## config.mk

```make
export PLATFORM = sky130hd
export DESIGN_NAME = arm_data_processing_encoder
export DESIGN_NICKNAME = d
export VERILOG_FILES = /design/src/hdl/ade_pkg.sv /design/src/hdl/ade_check.sv /design/src/hdl/ade_rot_sel.sv /design/src/hdl/ade_pack.sv /design/src/hdl/arm_data_processing_encoder.sv
export SDC_FILE = /design/constraint.sdc
export NUM_CORES = 1
export LEC_CHECK = 0
export BUFFER_PORTS_ARGS = -buffer_cell sky130_fd_sc_hd__buf_2
export CORE_MARGIN = 1
export CORE_UTILIZATION = 40
export DETAILED_ROUTE_END_ITERATION = 8
export PLACE_DENSITY_LB_ADDON = 0.05
export SLEW_MARGIN = 10
export SYNTH_ARGS = -nofsm -noshare
export SYNTH_HDL_FRONTEND = slang
export SYNTH_HIERARCHICAL = 1
export SYNTH_SLANG_ARGS = --single-unit
```

## constraint.sdc

```tcl
create_clock -name clk_i -period 3.9 [get_ports clk_i]
set_clock_uncertainty 0.05 [all_clocks]
set_input_delay 0.195 -clock clk_i [delete_from_list [all_inputs] [get_ports clk_i]]
set_output_delay 0.195 -clock clk_i [all_outputs]
set_load 0.005 [all_outputs]
```

## src/hdl/ade_pkg.sv

```systemverilog
// ----------------------------------------------------------------------------
// ade_pkg
// Types and helpers shared by the data-processing encoder pipeline.
// ----------------------------------------------------------------------------
package ade_pkg;

  localparam int unsigned WordW  = 32;
  localparam int unsigned ConstW = 64;
  localparam int unsigned NumRot = 16;
  localparam int unsigned RotW   = 4;
  localparam int unsigned Op2W   = 12;
  localparam int unsigned InDataW = 96;

  localparam logic [3:0] OpcodeTst = 4'd8;
  localparam logic [3:0] OpcodeTeq = 4'd9;
  localparam logic [3:0] OpcodeCmp = 4'd10;
  localparam logic [3:0] RegPcIdx  = 4'd15;

  typedef enum logic [1:0] {
    ERR_NONE  = 2'd0,
    ERR_RANGE = 2'd1,
    ERR_REG   = 2'd2
  } err_e;

  typedef enum logic [1:0] {
    FORM_IMM = 2'd0,
    FORM_SHC = 2'd1,
    FORM_SHR = 2'd2
  } form_e;

  typedef struct packed {
    logic [3:0] cond;
    logic [3:0] opcode;
    logic       s_bit;
    logic [3:0] reg_n;
    logic [3:0] reg_d;
  } hdr_t;

  typedef struct packed {
    hdr_t              hdr;
    form_e             form;
    logic              imm_fits;
    logic [WordW-1:0]  value;
    logic [NumRot-1:0] hits;
    logic [Op2W-1:0]   reg_op2;
    err_e              reg_err;
  } s1_t;

  typedef struct packed {
    hdr_t            hdr;
    logic            i_bit;
    logic [Op2W-1:0] op2;
    err_e            err;
  } s2_t;

  function automatic logic [WordW-1:0] rotl32(logic [WordW-1:0] x, logic [5:0] n);
    logic [2*WordW-1:0] wide;
    wide = {x, x} << n[4:0];
    return wide[2*WordW-1:WordW];
  endfunction

endpackage

```

## src/hdl/ade_check.sv

```systemverilog
// ----------------------------------------------------------------------------
// ade_check
// First stage: range checks, shift-form operands and rotation hit flags.
// ----------------------------------------------------------------------------
module ade_check (
  input  logic                      clk_i,
  input  logic                      rst_ni,
  input  logic                      en_i,
  input  logic                      valid_i,
  input  logic [1:0]                kind_i,
  input  logic [3:0]                cond_i,
  input  logic [3:0]                opcode_i,
  input  logic [3:0]                reg_n_i,
  input  logic [3:0]                reg_d_i,
  input  logic [3:0]                reg_m_i,
  input  logic [1:0]                shift_type_i,
  input  logic [3:0]                reg_s_i,
  input  logic [ade_pkg::ConstW-1:0] constant_i,
  output logic                      valid_o,
  output ade_pkg::s1_t              data_o
);
  import ade_pkg::*;

  logic valid_q;
  s1_t  data_d, data_q;
  logic [WordW-1:0] rot;

  always_comb begin
    data_d.hdr.cond   = cond_i;
    data_d.hdr.opcode = opcode_i;
    data_d.hdr.s_bit  = (opcode_i == OpcodeTst) || (opcode_i == OpcodeTeq) ||
                        (opcode_i == OpcodeCmp);
    data_d.hdr.reg_n  = reg_n_i;
    data_d.hdr.reg_d  = reg_d_i;
    data_d.value      = constant_i[WordW-1:0];
    data_d.imm_fits   = (constant_i[ConstW-1:WordW] == '0);
    data_d.hits       = '0;
    rot               = '0;
    for (int r = 0; r < NumRot; r++) begin
      rot = rotl32(constant_i[WordW-1:0], 6'(2 * r));
      data_d.hits[r] = (rot[WordW-1:8] == '0);
    end
    if (kind_i == FORM_IMM) begin
      data_d.form = FORM_IMM;
    end else if (kind_i == FORM_SHC) begin
      data_d.form = FORM_SHC;
    end else begin
      data_d.form = FORM_SHR;
    end
    if (data_d.form == FORM_SHC) begin
      data_d.reg_op2 = {constant_i[4:0], shift_type_i, 1'b0, reg_m_i};
      data_d.reg_err = (constant_i[ConstW-1:5] == '0) ? ERR_NONE : ERR_RANGE;
    end else begin
      data_d.reg_op2 = {reg_s_i, 1'b0, shift_type_i, 1'b1, reg_m_i};
      data_d.reg_err = (reg_s_i == RegPcIdx) ? ERR_REG : ERR_NONE;
    end
  end

  always_ff @(posedge clk_i or negedge rst_ni) begin
    if (!rst_ni) begin
      valid_q <= 1'b0;
    end else if (en_i) begin
      valid_q <= valid_i;
    end
  end

  always_ff @(posedge clk_i) begin
    if (en_i && valid_i) begin
      data_q <= data_d;
    end
  end

  assign valid_o = valid_q;
  assign data_o  = data_q;

endmodule

```

## src/hdl/ade_rot_sel.sv

```systemverilog
// ----------------------------------------------------------------------------
// ade_rot_sel
// Second stage: picks the smallest fitting rotation and forms operand 2.
// ----------------------------------------------------------------------------
module ade_rot_sel (
  input  logic         clk_i,
  input  logic         rst_ni,
  input  logic         en_i,
  input  logic         valid_i,
  input  ade_pkg::s1_t data_i,
  output logic         valid_o,
  output ade_pkg::s2_t data_o
);
  import ade_pkg::*;

  logic            valid_q;
  s2_t             data_d, data_q;
  logic [RotW-1:0] rot_sel;
  logic [WordW-1:0] rotated;

  always_comb begin
    rot_sel = '0;
    for (int r = NumRot - 1; r >= 0; r--) begin
      if (data_i.hits[r]) begin
        rot_sel = RotW'(r);
      end
    end
    rotated     = rotl32(data_i.value, {1'b0, rot_sel, 1'b0});
    data_d.hdr  = data_i.hdr;
    if (data_i.form == FORM_IMM) begin
      data_d.i_bit = 1'b1;
      data_d.op2   = {rot_sel, rotated[7:0]};
      data_d.err   = (data_i.imm_fits && (data_i.hits != '0)) ? ERR_NONE : ERR_RANGE;
    end else begin
      data_d.i_bit = 1'b0;
      data_d.op2   = data_i.reg_op2;
      data_d.err   = data_i.reg_err;
    end
  end

  always_ff @(posedge clk_i or negedge rst_ni) begin
    if (!rst_ni) begin
      valid_q <= 1'b0;
    end else if (en_i) begin
      valid_q <= valid_i;
    end
  end

  always_ff @(posedge clk_i) begin
    if (en_i && valid_i) begin
      data_q <= data_d;
    end
  end

  assign valid_o = valid_q;
  assign data_o  = data_q;

endmodule

```

## src/hdl/ade_pack.sv

```systemverilog
// ----------------------------------------------------------------------------
// ade_pack
// Third stage: assembles the instruction word and holds the output register.
// ----------------------------------------------------------------------------
module ade_pack (
  input  logic                     clk_i,
  input  logic                     rst_ni,
  input  logic                     en_i,
  input  logic                     valid_i,
  input  ade_pkg::s2_t             data_i,
  output logic                     valid_o,
  output logic [ade_pkg::WordW-1:0] word_o,
  output ade_pkg::err_e            error_o
);
  import ade_pkg::*;

  logic             valid_q;
  logic [WordW-1:0] word_d, word_q;
  err_e             error_q;

  always_comb begin
    if (data_i.err == ERR_NONE) begin
      word_d = {data_i.hdr.cond, 2'b00, data_i.i_bit, data_i.hdr.opcode, data_i.hdr.s_bit,
                data_i.hdr.reg_n, data_i.hdr.reg_d, data_i.op2};
    end else begin
      word_d = '0;
    end
  end

  always_ff @(posedge clk_i or negedge rst_ni) begin
    if (!rst_ni) begin
      valid_q <= 1'b0;
    end else if (en_i) begin
      valid_q <= valid_i;
    end
  end

  always_ff @(posedge clk_i) begin
    if (en_i && valid_i) begin
      word_q  <= word_d;
      error_q <= data_i.err;
    end
  end

  assign valid_o = valid_q;
  assign word_o  = word_q;
  assign error_o = error_q;

endmodule

```

## src/hdl/arm_data_processing_encoder.sv

```systemverilog
// ----------------------------------------------------------------------------
// arm_data_processing_encoder
// Encodes one ARM data-processing instruction word per input word.
// ----------------------------------------------------------------------------
// The encoder takes one word per clock while the output does not stall,
// through a three-stage pipeline (checks and rotation flags, rotation pick,
// word assembly with the output register), and each result passes through
// the stage registers in order before it appears on the output. Words stay
// in order, and a stall on the output only holds the stages that are full,
// so bubbles are squeezed out. Errors give a zero word with the code in tuser.
module arm_data_processing_encoder (
  input  logic                        clk_i,
  input  logic                        rst_ni,
  input  logic                        s_axis_tvalid,
  output logic                        s_axis_tready,
  // cond, opcode, reg_n, reg_d, reg_m, shift_type, reg_s, constant, zero pad
  input  logic [ade_pkg::InDataW-1:0] s_axis_tdata,
  // kind
  input  logic [1:0]                  s_axis_tuser,
  output logic                        m_axis_tvalid,
  input  logic                        m_axis_tready,
  // word
  output logic [ade_pkg::WordW-1:0]   m_axis_tdata,
  // error
  output logic [1:0]                  m_axis_tuser
);
  import ade_pkg::*;

  logic en1, en2, en3;
  logic v1, v2;
  s1_t  d1;
  s2_t  d2;
  err_e error;

  assign en3           = !m_axis_tvalid || m_axis_tready;
  assign en2           = !v2 || en3;
  assign en1           = !v1 || en2;
  assign s_axis_tready = en1;

  ade_check u_check (
    .clk_i        (clk_i),
    .rst_ni       (rst_ni),
    .en_i         (en1),
    .valid_i      (s_axis_tvalid),
    .kind_i       (s_axis_tuser),
    .cond_i       (s_axis_tdata[3:0]),
    .opcode_i     (s_axis_tdata[7:4]),
    .reg_n_i      (s_axis_tdata[11:8]),
    .reg_d_i      (s_axis_tdata[15:12]),
    .reg_m_i      (s_axis_tdata[19:16]),
    .shift_type_i (s_axis_tdata[21:20]),
    .reg_s_i      (s_axis_tdata[25:22]),
    .constant_i   (s_axis_tdata[89:26]),
    .valid_o      (v1),
    .data_o       (d1)
  );

  ade_rot_sel u_rot_sel (
    .clk_i   (clk_i),
    .rst_ni  (rst_ni),
    .en_i    (en2),
    .valid_i (v1),
    .data_i  (d1),
    .valid_o (v2),
    .data_o  (d2)
  );

  ade_pack u_pack (
    .clk_i   (clk_i),
    .rst_ni  (rst_ni),
    .en_i    (en3),
    .valid_i (v2),
    .data_i  (d2),
    .valid_o (m_axis_tvalid),
    .word_o  (m_axis_tdata),
    .error_o (error)
  );

  assign m_axis_tuser = error;

endmodule
```

Word-level counts from Yosys, hierarchy flattened

Cells that the tools add are included.

Reduce and logical (&&, ||, !) cells: 34
Shifts and indexed selects: 1
Muxes and demuxes: 23
Equal/unequal tests: 6

Operators with widths:

| operator                                                               | number |
|---|---|
| 24-bit logical NOT                                                     | 16 |
| 4-bit 2-to-1 mux                                                       | 16 |
| 64-bit by 5-bit << shifter with 40-bit output                          | 1 |
| 59-bit logical NOT                                                     | 1 |
| 32-bit logical NOT                                                     | 1 |
| 4-bit equality test (second input constant)                            | 4 |
| 16-bit nonzero test                                                    | 1 |
| 15-bit 2-to-1 mux                                                      | 1 |
| 14-bit 2-to-1 mux                                                      | 1 |
| 2-bit logical NOT                                                      | 3 |
| 2-bit 2-to-1 mux                                                       | 3 |
| 1-bit logical OR                                                       | 5 |
| 2-bit by 1-bit equality test with 1-bit output (second input constant) | 2 |
| 1-bit logical AND                                                      | 4 |
| 1-bit logical NOT                                                      | 3 |
| 1-bit 2-to-1 mux                                                       | 2 |

Bits in registers: 151

Logic depth before layout (Yosys ltp)

Gate-level depths: netlist of the first run.

Depth in word-level cells: 18
Mapped depth: 10

By module

Netlist of the first run, hierarchy kept.

Modules (own cells, without submodules):

| module                      | times used | area an instance (um^2) | cells each |
|---|---|---|---|
| ade_check                   | 1          | 2942.8                  | 162 |
| ade_rot_sel                 | 1          | 2234.6                  | 211 |
| ade_pack                    | 1          | 1453.9                  | 74 |
| arm_data_processing_encoder | 1          | 22.5                    | 3 |

Least setup slack after synthesis of the first run

OpenSTA, ideal clock, no wires.

Path kind: reg2reg
From: register u_pack.valid_q (netlist: u_pack/valid_o)
To: register u_check.data_q, in the netlist u_check/data_o[0], enable pin
Data required time: 3.400 ns
Path slack: 0.890 ns
Clock period less this slack: 3.010 ns
Arrival time: 2.510 ns
Setup time: 0.450 ns
Cell stages (with the launch flop): 3
Buffers on the path: 0
Cell sequence: dfrtp_1 nand4b_1 and2_1

Cells in the longest elaborated chain, start to end: 5

RTL lines:

| item                   | RTL line                          | text |
|---|---|---|
| start, declared        | ade_pack.sv:17                    | `logic valid_q;` |
| start signal, assigned | ade_pack.sv:34                    | `valid_q <= valid_i;` |
| 1-bit logical NOT      | arm_data_processing_encoder.sv:35 | `assign en3 = !m_axis_tvalid \|\| m_axis_tready;` |
| 1-bit logical OR       | arm_data_processing_encoder.sv:35 |  |
| 1-bit logical OR       | arm_data_processing_encoder.sv:36 | `assign en2 = !v2 \|\| en3;` |
| 1-bit logical OR       | arm_data_processing_encoder.sv:37 | `assign en1 = !v1 \|\| en2;` |
| net s_axis_tready      | arm_data_processing_encoder.sv:15 | `output logic s_axis_tready,` |
| 1-bit logical AND      | ade_check.sv:68                   | `if (en_i && valid_i) begin` |
| end signal, assigned   | ade_check.sv:69                   | `data_q <= data_d;` |
| end, declared          | ade_check.sv:25                   | `s1_t data_d, data_q;` |

The timed path passes the listed nets, and every way through them passes these cells.
A chain may end at the register's enable or synchronous reset.

==> results of run 1 <==
layer usage:
| metal | vias up | wire [um] | track usage [%] |
|---|---|---|---|
| met1 | 2175 | 6886 | 24.92 |
| met4 | 0 | 250 | 8.249 |
| met2 | 172 | 7250 | 30.56 |
| met5 | - | 0 | 0 |
| met3 | 18 | 753 | 4.031 |
| li1 | 2139 | - | - |
state kept, by name, summed over array words and instances (netlist names):
| register | cells |
|---|---|
| u_check/data_o | 82 |
| u_rot_sel/data_o | 32 |
| u_pack/word_o | 30 |
| u_pack/error_o | 2 |
| u_check/valid_o | 1 |
| u_pack/valid_o | 1 |
| u_rot_sel/valid_o | 1 |
worst max path at each step:
| stage | slack [ns] | cells after the start | end | startpoint |
|---|---|---|---|---|
| final | 0.91 | 7 | u_rot_sel/data_o[9] | u_check/data_o[23] |
| after global routing | 0.80 | 7 | u_rot_sel/data_o[9] | u_check/data_o[22] |
| after CTS | 0.89 | 7 | u_rot_sel/data_o[9] | u_check/data_o[23] |
| after detailed placement | 0.91 | 7 | u_rot_sel/data_o[9] | u_check/data_o[23] |
| after global placement | 0.92 | 7 | u_rot_sel/data_o[9] | u_check/data_o[23] |
| after floorplan | 0.89 | 2 | u_check/data_o[0] | u_pack/valid_o |
repair_timing:
action,in CTS,in global routing
hold buffers,56,0
hold endpoints to repair,58,0
setup endpoints to repair,0,0
cells by family after synthesis:
kind of cell | after synthesis | share of synthesized area (%)
muxes | 42 | 7.616
AOI/OAI and AO/OA | 45 | 4.588
buffers and inverters | 27 | 2.501
other | 1 | 0.05636
and+or+nand+nor | 186 | 18.22
DFF | 149 | 67.02
per-stage QoR:
| step | total power [mW] | hold WS (ns) | std cells |
|---|---|---|---|
| 6_report | 3.961 | 0.02180 | 871 |
| 5_1_grt | 4.131 | 0.01696 | 871 |
| 4_1_cts | 4.012 | 0.003286 | 871 |
| 3_5_place_dp | 2.525 | -0.05277 | 783 |
| 3_3_place_gp | 2.516 | -0.05815 | 783 |
| 2_1_floorplan | 2.327 | -0.1506 | 451 |
cell usage in the layout, fill, tap and decap left out, drive strengths merged, types with 2 or more instances in the layout:
cell | synthesis | layout
and2 | 8 | 8
o211ai | 3 | 3
nand2b | 3 | 3
or4 | 8 | 8
buf | 13 | 135
nor3b | 31 | 31
nand2 | 59 | 59
clkinvlp | 0 | 3
a31oi | 5 | 5
or2 | 2 | 2
nor2 | 24 | 24
mux4 | 5 | 5
dlygate4sd3 | 0 | 56
nor3 | 16 | 16
nand3 | 6 | 6
clkbuf | 6 | 19
inv | 8 | 10
a22oi | 2 | 2
nor4b | 2 | 2
nand4 | 6 | 6
nor4 | 16 | 16
a21oi | 9 | 9
conb | 1 | 2
o22ai | 3 | 3
edfxtp | 146 | 146
o221ai | 5 | 5
a211oi | 2 | 2
mux2i | 27 | 27
clkinv | 0 | 8
o21ai | 11 | 11
mux2 | 10 | 10
dfrtp | 3 | 3
worst max-delay path: cells and delay by family (launching register included):
family / cells / cell delay, ns
and+or+nand+nor: 2 / 0.95
muxes: 2 / 0.93
DFF: 1 / 0.41
AOI/OAI and AO/OA: 3 / 0.39
area by class of cell:
type | count | area share [%]
Sequential cell | 149 | 52.01
Multi-Input combinational cell | 275 | 23.85
Timing Repair Buffer | 191 | 14.59
Clock buffer | 19 | 5.050
Tap cell | 216 | 3.152
Clock inverter | 13 | 0.9924
Inverter | 8 | 0.3503
power groups by stage:
| stage | Combinational, mW | Sequential [mW] | Clock (mW) |
|---|---|---|---|
| global placement | 0.469 | 2.05 | 0 |
| CTS | 0.518 | 2.02 | 1.48 |
| detailed placement | 0.473 | 2.05 | 0 |
| floorplan | 0.291 | 2.04 | 0 |
| global route | 0.563 | 2.03 | 1.53 |
| finish | 0.510 | 2.02 | 1.43 |
==> summary.txt, run 1 <==
status: finished clean
floorplan row count: 46
# IOs: 138
number of enable flip-flop cells after synthesis: 146
Die H: 131.0 um
CTS max path bufs: 2
Crit path arrival time: 3.11 ns
CP peak stage delay: 0.63 ns
IO Port Bufs: 129
Tcrit/Tclk final: 76.71%
combinational power share: 12.9%
Routed Antenna Nets: 0
startpoint types: flip-flop
gr ovfl total: 0
Tmin final: 2.992 ns
# diodes: 0
reg2reg path depth: 7
worst r2r dst: u_rot_sel/data_o[9]
Main synth FF type: edfxtp_1
final setup margin: 0.9084 ns
number of global-route vias before repair: 4459
RD Place Congestion: 0.8323
part of the Yosys area used for sequential elements: 67.02%
sequential power share: 50.9%
worst slack, placed: 0.9055 ns
WL per Instance: 17.38 um
WS Path Type: reg -> reg
cell at the slowest stage of the critical path: mux4_1
Peak supply drop: 0.0003165 V
hold path endpoint: u_check/data_o[11]
sw frac: 24.54%
aggregate routed wire length: 15140 um
CTS H-tree depth: 4
Post-Route Utilization: 53.39%
Root Buffer: clkbuf_16
Yosys cell types: 55
TritonCTS Buffers: 17
Synth top cells by count: edfxtp_1 (146), nand2_1 (58), nor3b_2 (30)
post-cts resize count: 0
fmax: 0.3343 GHz
area of the multi-input gates: 0.002044 sq mm
worst-path cell chain: or4_4, o21ai_2, and2_2, mux4_1, mux2_4, a22oi_2, o21ai_1
Worst-Margin Slew: 0.9209 ns
Internal Power: 2.989 mW
synth warn: 6
Initial DRT Pass Iterations: 5
synthesis-stage register bit count: 149
die footprint: 0.01715 sq mm
initial antenna violation count: 0
core area: 0.01606 sq mm
first-pass GRT wire length: 23450 um
area grow syn2layout: 28.85%
Critical R2R Launch: u_check/data_o[23]
clk sinks: 149
most instantiated library cell after synthesis: edfxtp_1
share of layout cells above drive strength 1: 34.20%
CTS tree: built
Post-DP Area: 0.007495 sq mm
Final Hold Viols: 0
drc violations: 0
max_cap viols: 0
starting density of the core: 41.44%
HPWL after DPL: 10910 um
Synth async-reset ratio: 2.013%
Crit. End Element: flip-flop
clk_lat worst skew: 0.43 ns
CP Data Required Time: 4.02 ns
RSZ-0062 raised after global routing: false
fin area: 0.008573 sq mm
global-route usage over all layers: 19.02%
fill cell count: 1376
NetSw: 972.2 uW
cell count after synthesis: 450
Slew headroom: 38.13%
static leakage: 3.234 nW
Setup Fix Bufs, Post-CTS: 0
chip width: 131.0 um
Total Nets Final: 744
PD cells: 462.1 mW/mm^2
Vias: 4504
final setup fails: 0
post-synth top area share: 65.89%
Hold Path Class: in -> reg
Syn Area/Cell: 14.79 sq um
total negative slack: 0 ns
post-DR vias/cell: 5.171
clock share of power: 36.2%
Hold Crit Depth: 3
initial drt markers: 297
Synth area leader: edfxtp_1
synth top area cells: edfxtp_1 (66%), nor3b_2 (5.6%), mux2i_1 (4.1%), nand2_1 (3.3%), mux2_2 (1.5%)
HP Start: s_axis_tdata[23]
R2R setup slack: 0.91 ns
pin count of the biggest net entering global routing: 33
Final Max Slew Viols: 0
cell area after synthesis: 0.006654 sq mm
crit path max fanout: 12
flip-flop and latch area: 0.004459 sq mm
clk slew on worst S/H paths: 0.06 ns
No activity file was read; power rests on OpenSTA's default activity.
==> run 2, diff against run 1 <==
==> constraint.sdc (replaced) <==
create_clock -name clk_i -period 2.5 [get_ports clk_i]
set_clock_uncertainty 0.05 [all_clocks]
set_input_delay 0.125 -clock clk_i [delete_from_list [all_inputs] [get_ports clk_i]]
set_output_delay 0.125 -clock clk_i [all_outputs]
set_load 0.005 [all_outputs]
==> run 2 against run 1 <==
The run now ends with setup timing left. Register-to-register slack got worse by 1.0 ns. Non-clock buffer count increased by 40. Final area increased by 5.8%. Global-route usage increased by 0.46 points. Flip-flop and latch count unchanged. Utilization increased by 3.1 points. Clock power increased by 71%. Wire length increased by 4.3%. Critical path type unchanged. Largest cell class unchanged.
==> summary.txt, run 2 (same netlist as run 1, synthesis figures left out) <==
floorplan row count: 46 (unchanged)
first-pass GRT wire length: 24410 um (+4.1%)
gr ovfl total: 0 (unchanged)
chip width: 131.0 um (unchanged)
Hold Path Class: in -> reg
final hold slack: 0.04533 ns (+0.02352 ns)
Tmin final: 2.604 ns (-0.3872 ns)
reg2reg path depth: 7 (unchanged)
routing usage on met1: 24.63% (-0.29 points)
Worst-Margin Slew: 0.8083 ns (-0.1126 ns)
Final Hold Viols: 0 (unchanged)
Post-Route Utilization: 56.51% (+3.1 points)
aggregate routed wire length: 15800 um (+4.3%)
static leakage: 3.479 nW (+7.6%)
HPWL after DPL: 11580 um (+6.1%)
RSZ-0062 raised after global routing: true
CTS H-tree depth: 4 (unchanged)
total negative slack: -0.2357 ns (-0.2357 ns)
# diodes: 0 (unchanged)
Hold Crit Depth: 3 (unchanged)
met3 GRT Util: 4.845% (+0.81 points)
CP Data Required Time: 2.62 ns (-1.40 ns)
Peak supply drop: 0.0004725 V (+49%)
Vias: 4565 (+1.4%)
status: complete, but fails checks
number of global-route vias before repair: 4662 (+4.6%)
CTS tree: built
PD cells: 718.4 mW/mm^2 (+55%)
most frequent cells in the layout: edfxtp_1 (146), buf_2 (129), dlygate4sd3_1 (62)
initial drt markers: 211 (-29%)
Routed Antenna Nets: 0 (unchanged)
Die H: 131.0 um (unchanged)
TritonCTS Buffers: 17 (unchanged)
flip-flop and latch area: 0.004459 sq mm (unchanged)
met2 usage: 33.15% (+2.6 points)
Crit. End Element: flip-flop
area of the multi-input gates: 0.002117 sq mm (+3.5%)
area grow syn2layout: 36.37%
IO Port Bufs: 129 (unchanged)
Pwr Total: 6.519 mW (+65%)
failing checks: setup timing
CTS max path bufs: 2 (unchanged)
gr busiest metal: met2
final setup fails: 4 (+4)
# IOs: 138 (unchanged)
Placed Cells: 810 (+3.4%)
pin count of the biggest net entering global routing: 42 (+27%)
fmax: 0.3840 GHz (+15%)
WL per Instance: 17.34 um (-0.25%)
Slew headroom: 46.12% (+8.0 points)
clk_lat worst skew: 0.42 ns (about the same)
die footprint: 0.01715 sq mm (unchanged)
post-DR vias/cell: 5.011 (-3.1%)
Initial DRT Pass Iterations: 4 (-1)
crit path max fanout: 5 (-7)
Root Buffer: clkbuf_16
core area: 0.01606 sq mm (unchanged)
Crit path arrival time: 2.72 ns (-0.39 ns)
commonest non-fill, non-tap cell in the layout: edfxtp_1
max_cap viols: 0 (unchanged)
worst slack, placed: -0.1225 ns (-1.028 ns)
Post-DP Area: 0.007732 sq mm (+3.2%)
initial antenna violation count: 0 (unchanged)
Tcrit/Tclk final: 104.2% (+27 points)
drc violations: 0 (unchanged)
Final Max Slew Viols: 0 (unchanged)
fin area: 0.009074 sq mm (+5.8%)
Total Nets Final: 784 (+5.4%)
starting density of the core: 41.44% (unchanged)
final setup margin: -0.1044 ns (-1.013 ns)
RD Place Congestion: 0.8650 (+3.9%)
share of layout cells above drive strength 1: 39.14% (+4.9 points)
clk slew on worst S/H paths: 0.06 ns (about the same)
Finished Layout Cells: 911 (+4.6%)
startpoint types: flip-flop
max reg flops: 82 (unchanged)
global-route usage over all layers: 19.48% (+0.46 points)
clk sinks: 149 (unchanged)
fill cell count: 1346 (-2.2%)
WS Path Type: reg -> reg
[run 2: changes by cell type in the layout (fill, tap and decap cells not counted), moves of 3 or more]
cell,before,now
dlygate4sd3_1,56,62
mux2_2,9,6
mux2_4,1,4
mux2i_1,27,22
buf_6,0,3
mux2i_2,0,3
buf_12,0,3
buf_4,6,33
[run 2: report_power, final]
part / leakage (nW) / total [mW] / switching, mW / internal, mW
Combinational: 1.74 / 0.931 / 0.474 / 0.458
Clock: 0.267 / 2.45 / 0.989 / 1.46
Sequential: 1.47 / 3.14 / 0.0990 / 3.04
Total: 3.48 / 6.52 / 1.56 / 4.96
[run 2: final cells by class]
cell class                 count  area share (%)
sequential                   149           49.15
tap                          216           2.978
clock buffer                  18           4.730
multi-input combinational    275           23.33
timing repair buffer         231           18.00
clock inverter                14           1.489
inverter                       8          0.3309
[run 2: final timing paths]
check,start,end,slack (ns)
max,u_check/data_o[25],u_rot_sel/data_o[9],-0.10
min,m_axis_tready,u_pack/valid_o,0.05
max reg2reg,u_check/data_o[25],u_rot_sel/data_o[9],-0.10
min reg2reg,u_check/data_o[81],u_rot_sel/data_o[31],0.37
max in group asynchronous,rst_ni,u_rot_sel/valid_o,1.72
min in group asynchronous,rst_ni,u_check/valid_o,0.53
[run 2: metal layers]
layer / wire [um] / up-vias
met4: 203 / 0
met5: 0 / -
met2: 7898 / 138
li1: - / 2214
met1: 7101 / 2198
met3: 592 / 15
[run 2: timing repair]
action | CTS | global route
resized for setup | 2 | 20
cloned | 0 | 1
endpoints found under the hold margin | 72 | 0
endpoints found under the setup margin | 5 | 8
pin swaps | 1 | 3
setup buffers | 2 | 4
hold buffers | 62 | 0
[run 2: critical path, stage by stage (launching register included)]
cell and delay (ns):
edfxtp_1 0.39, or4_4 0.56, o21ai_2 0.15, and2_4 0.20, mux4_2 0.51, mux2_4 0.30
a22oi_2 0.12, o21ai_1 0.08
==> run 3, diff against run 2 <==
--- a/config.mk
+++ b/config.mk
@@ -8,6 +8,7 @@
 export BUFFER_PORTS_ARGS = -buffer_cell sky130_fd_sc_hd__buf_2
 export CORE_MARGIN = 1
 export CORE_UTILIZATION = 40
+export CTS_BUF_LIST = sky130_fd_sc_hd__clkbuf_2
 export DETAILED_ROUTE_END_ITERATION = 8
 export PLACE_DENSITY_LB_ADDON = 0.05
 export SLEW_MARGIN = 10
==> run 3 against run 2 <==
The run still ends with setup timing left. Wire length is 1.4% higher. Via count increased by 3.2%. Non-clock buffer count up 28. Clock-buffer cell count is the same. First-iteration DRC count fell by 23%. Final area down 0.47%. Combinational power rose by 3.9%. Critical path type unchanged. Critical endpoint unchanged.
==> summary.txt, run 3 (same netlist as run 1, synthesis figures left out) <==
Initial DRT Pass Iterations: 6 (+2)
clk sinks: 149 (unchanged)
Routed Antenna Nets: 0 (unchanged)
post-DR vias/cell: 5.011 (about the same)
number of global-route vias before repair: 4833 (+3.7%)
total negative slack: -0.3940 ns (-0.1583 ns)
final setup margin: -0.1411 ns (-0.03679 ns)
failing checks: setup timing
commonest non-fill, non-tap cell in the layout: edfxtp_1
Worst-Margin Slew: 0.8039 ns (-0.004407 ns)
CTS H-tree depth: 4 (unchanged)
cell at the slowest stage of the critical path: or4_4
clk_lat worst skew: 0.70 ns (+0.28 ns)
static leakage: 3.456 nW (-0.65%)
# IOs: 138 (unchanged)
max layer used: met4
Final Hold Viols: 0 (unchanged)
Hold Path Class: in -> reg
worst slack, placed: -0.1225 ns (unchanged)
aggregate routed wire length: 16020 um (+1.4%)
RSZ-0062 raised after global routing: true
IO Port Bufs: 129 (unchanged)
pin count of the biggest net entering global routing: 42 (unchanged)
most frequent cells in the layout: edfxtp_1 (146), buf_2 (129), dlygate4sd3_1 (90)
die footprint: 0.01715 sq mm (unchanged)
core area: 0.01606 sq mm (unchanged)
Total Nets Final: 812 (+3.6%)
max_cap viols: 0 (unchanged)
gr ovfl total: 0 (unchanged)
area grow syn2layout: 35.73%
global-route usage over all layers: 19.67% (+0.19 points)
Slew headroom: 46.41% (+0.29 points)
startpoint types: flip-flop
Final Max Slew Viols: 0 (unchanged)
CTS max path bufs: 2 (unchanged)
Tmin final: 2.641 ns (+0.03679 ns)
WL met1: 7090 um (-0.15%)
chip width: 131.0 um (unchanged)
CP Data Required Time: 2.91 ns (+0.29 ns)
Root Buffer: clkbuf_2
starting density of the core: 41.44% (unchanged)
Crit. End Element: flip-flop
final setup fails: 5 (+1)
status: complete, but fails checks
Crit path arrival time: 3.05 ns (+0.33 ns)
max reg flops: 82 (unchanged)
PD cells: 598.7 mW/mm^2 (-17%)
RD Place Congestion: 0.8650 (unchanged)
Tcrit/Tclk final: 105.6% (+1.5 points)
drc violations: 0 (unchanged)
worst-path cell chain: or4_4, o21ai_2, and2_4, mux4_2, mux2_4, a22oi_2, o21ai_1
met3 routed WL: 628 um (+6.1%)
WS Path Type: reg -> reg
crit path max fanout: 5 (unchanged)
Die H: 131.0 um (unchanged)
Post-Route Utilization: 56.24% (-0.26 points)
initial antenna violation count: 1 (+1)
Vias: 4710 (+3.2%)
CTS tree: built
share of layout cells above drive strength 1: 38.17% (-0.96 points)
TritonCTS Buffers: 17 (unchanged)
CP peak stage delay: 0.56 ns (about the same)
floorplan row count: 46 (unchanged)
clk slew on worst S/H paths: 0.23 ns (+0.17 ns)
first-pass GRT wire length: 24710 um (+1.2%)
HPWL after DPL: 11580 um (unchanged)
Peak supply drop: 0.0003638 V (-23%)
fmax: 0.3786 GHz (-1.4%)
initial drt markers: 163 (-23%)
WL per Instance: 17.04 um (-1.7%)
WL met2: 8034 um (+1.7%)
[run 3: cell count changes in the layout (fill, tap and decap cells not counted)]
cell	previous run	this run
clkbuf_2	0	18
nor4_1	14	13
clkbuf_1	1	0
dlygate4sd3_1	62	90
nor4_2	0	1
mux2i_2	3	5
mux2i_1	22	20
diode_2	0	1
clkbuf_16	18	1
[run 3: what timing repair did]
item                                    4_1_cts  5_1_grt
setup buffers                                 3        4
hold buffers                                 87        4
gates cloned                                  0        1
hold endpoints to repair                    111        3
resized for setup                             3       23
endpoints found under the setup margin        6        9
pin swaps                                     2        2
[run 3: stage by stage]
stage	cells	cell area (sq um)	power (mW)	hold slack (ns)
floorplan	451	6656	3.628	-0.2206
global placement	810	7732	3.990	-0.1256
detailed placement	810	7732	4.004	-0.1219
CTS	932	8864	5.425	0.003835
global route	940	9031	5.670	0.001658
finish	940	9031	5.407	0.09733
[run 3: worst max-delay path: cells and delay by family (launching register included)]
| family | cells | cell delay, ns |
|---|---|---|
| simple gates | 2 | 0.76 |
| flops | 1 | 0.44 |
| mux | 2 | 0.81 |
| compound gates | 3 | 0.35 |
[run 3: final cells by class]
type	instances	area, sq um
clock inverters	14	135.1
well taps	216	270.3
repair buffers	259	1913
fillers	1365	7027
inverters	8	30.03
multi-input cells	275	2131
diodes	1	2.502
flip-flops and latches	149	4459
clock buffers	18	90.09
[run 3: worst paths after layout]
kind | start | cells past startpoint | to | slack (ns)
worst max-delay path | u_check/data_o[25] | 7 | u_rot_sel/data_o[9] | -0.14
worst min-delay path | s_axis_tdata[55] | 2 | u_check/data_o[59] | 0.1
worst max register to register | u_check/data_o[25] | 7 | u_rot_sel/data_o[9] | -0.14
worst min register to register | u_check/data_o[68] | 0 | u_rot_sel/data_o[18] | 0.40
max in group asynchronous | rst_ni | 3 | u_rot_sel/valid_o | 2.01
min in group asynchronous | rst_ni | 3 | u_check/valid_o | 0.23
[run 3: metal layers]
metal	track usage, %	vias up
met5	0	-
met4	7.302	0
met3	4.520	18
met2	32.99	134
met1	24.87	2280
li1	-	2278
[run 3: report_power, final]
part,total (mW),switching [mW],internal (mW),leakage (nW)
logic,0.967,0.480,0.487,1.85
clock network,1.30,0.852,0.452,0.131
registers,3.14,0.101,3.03,1.47
total,5.41,1.43,3.97,3.46
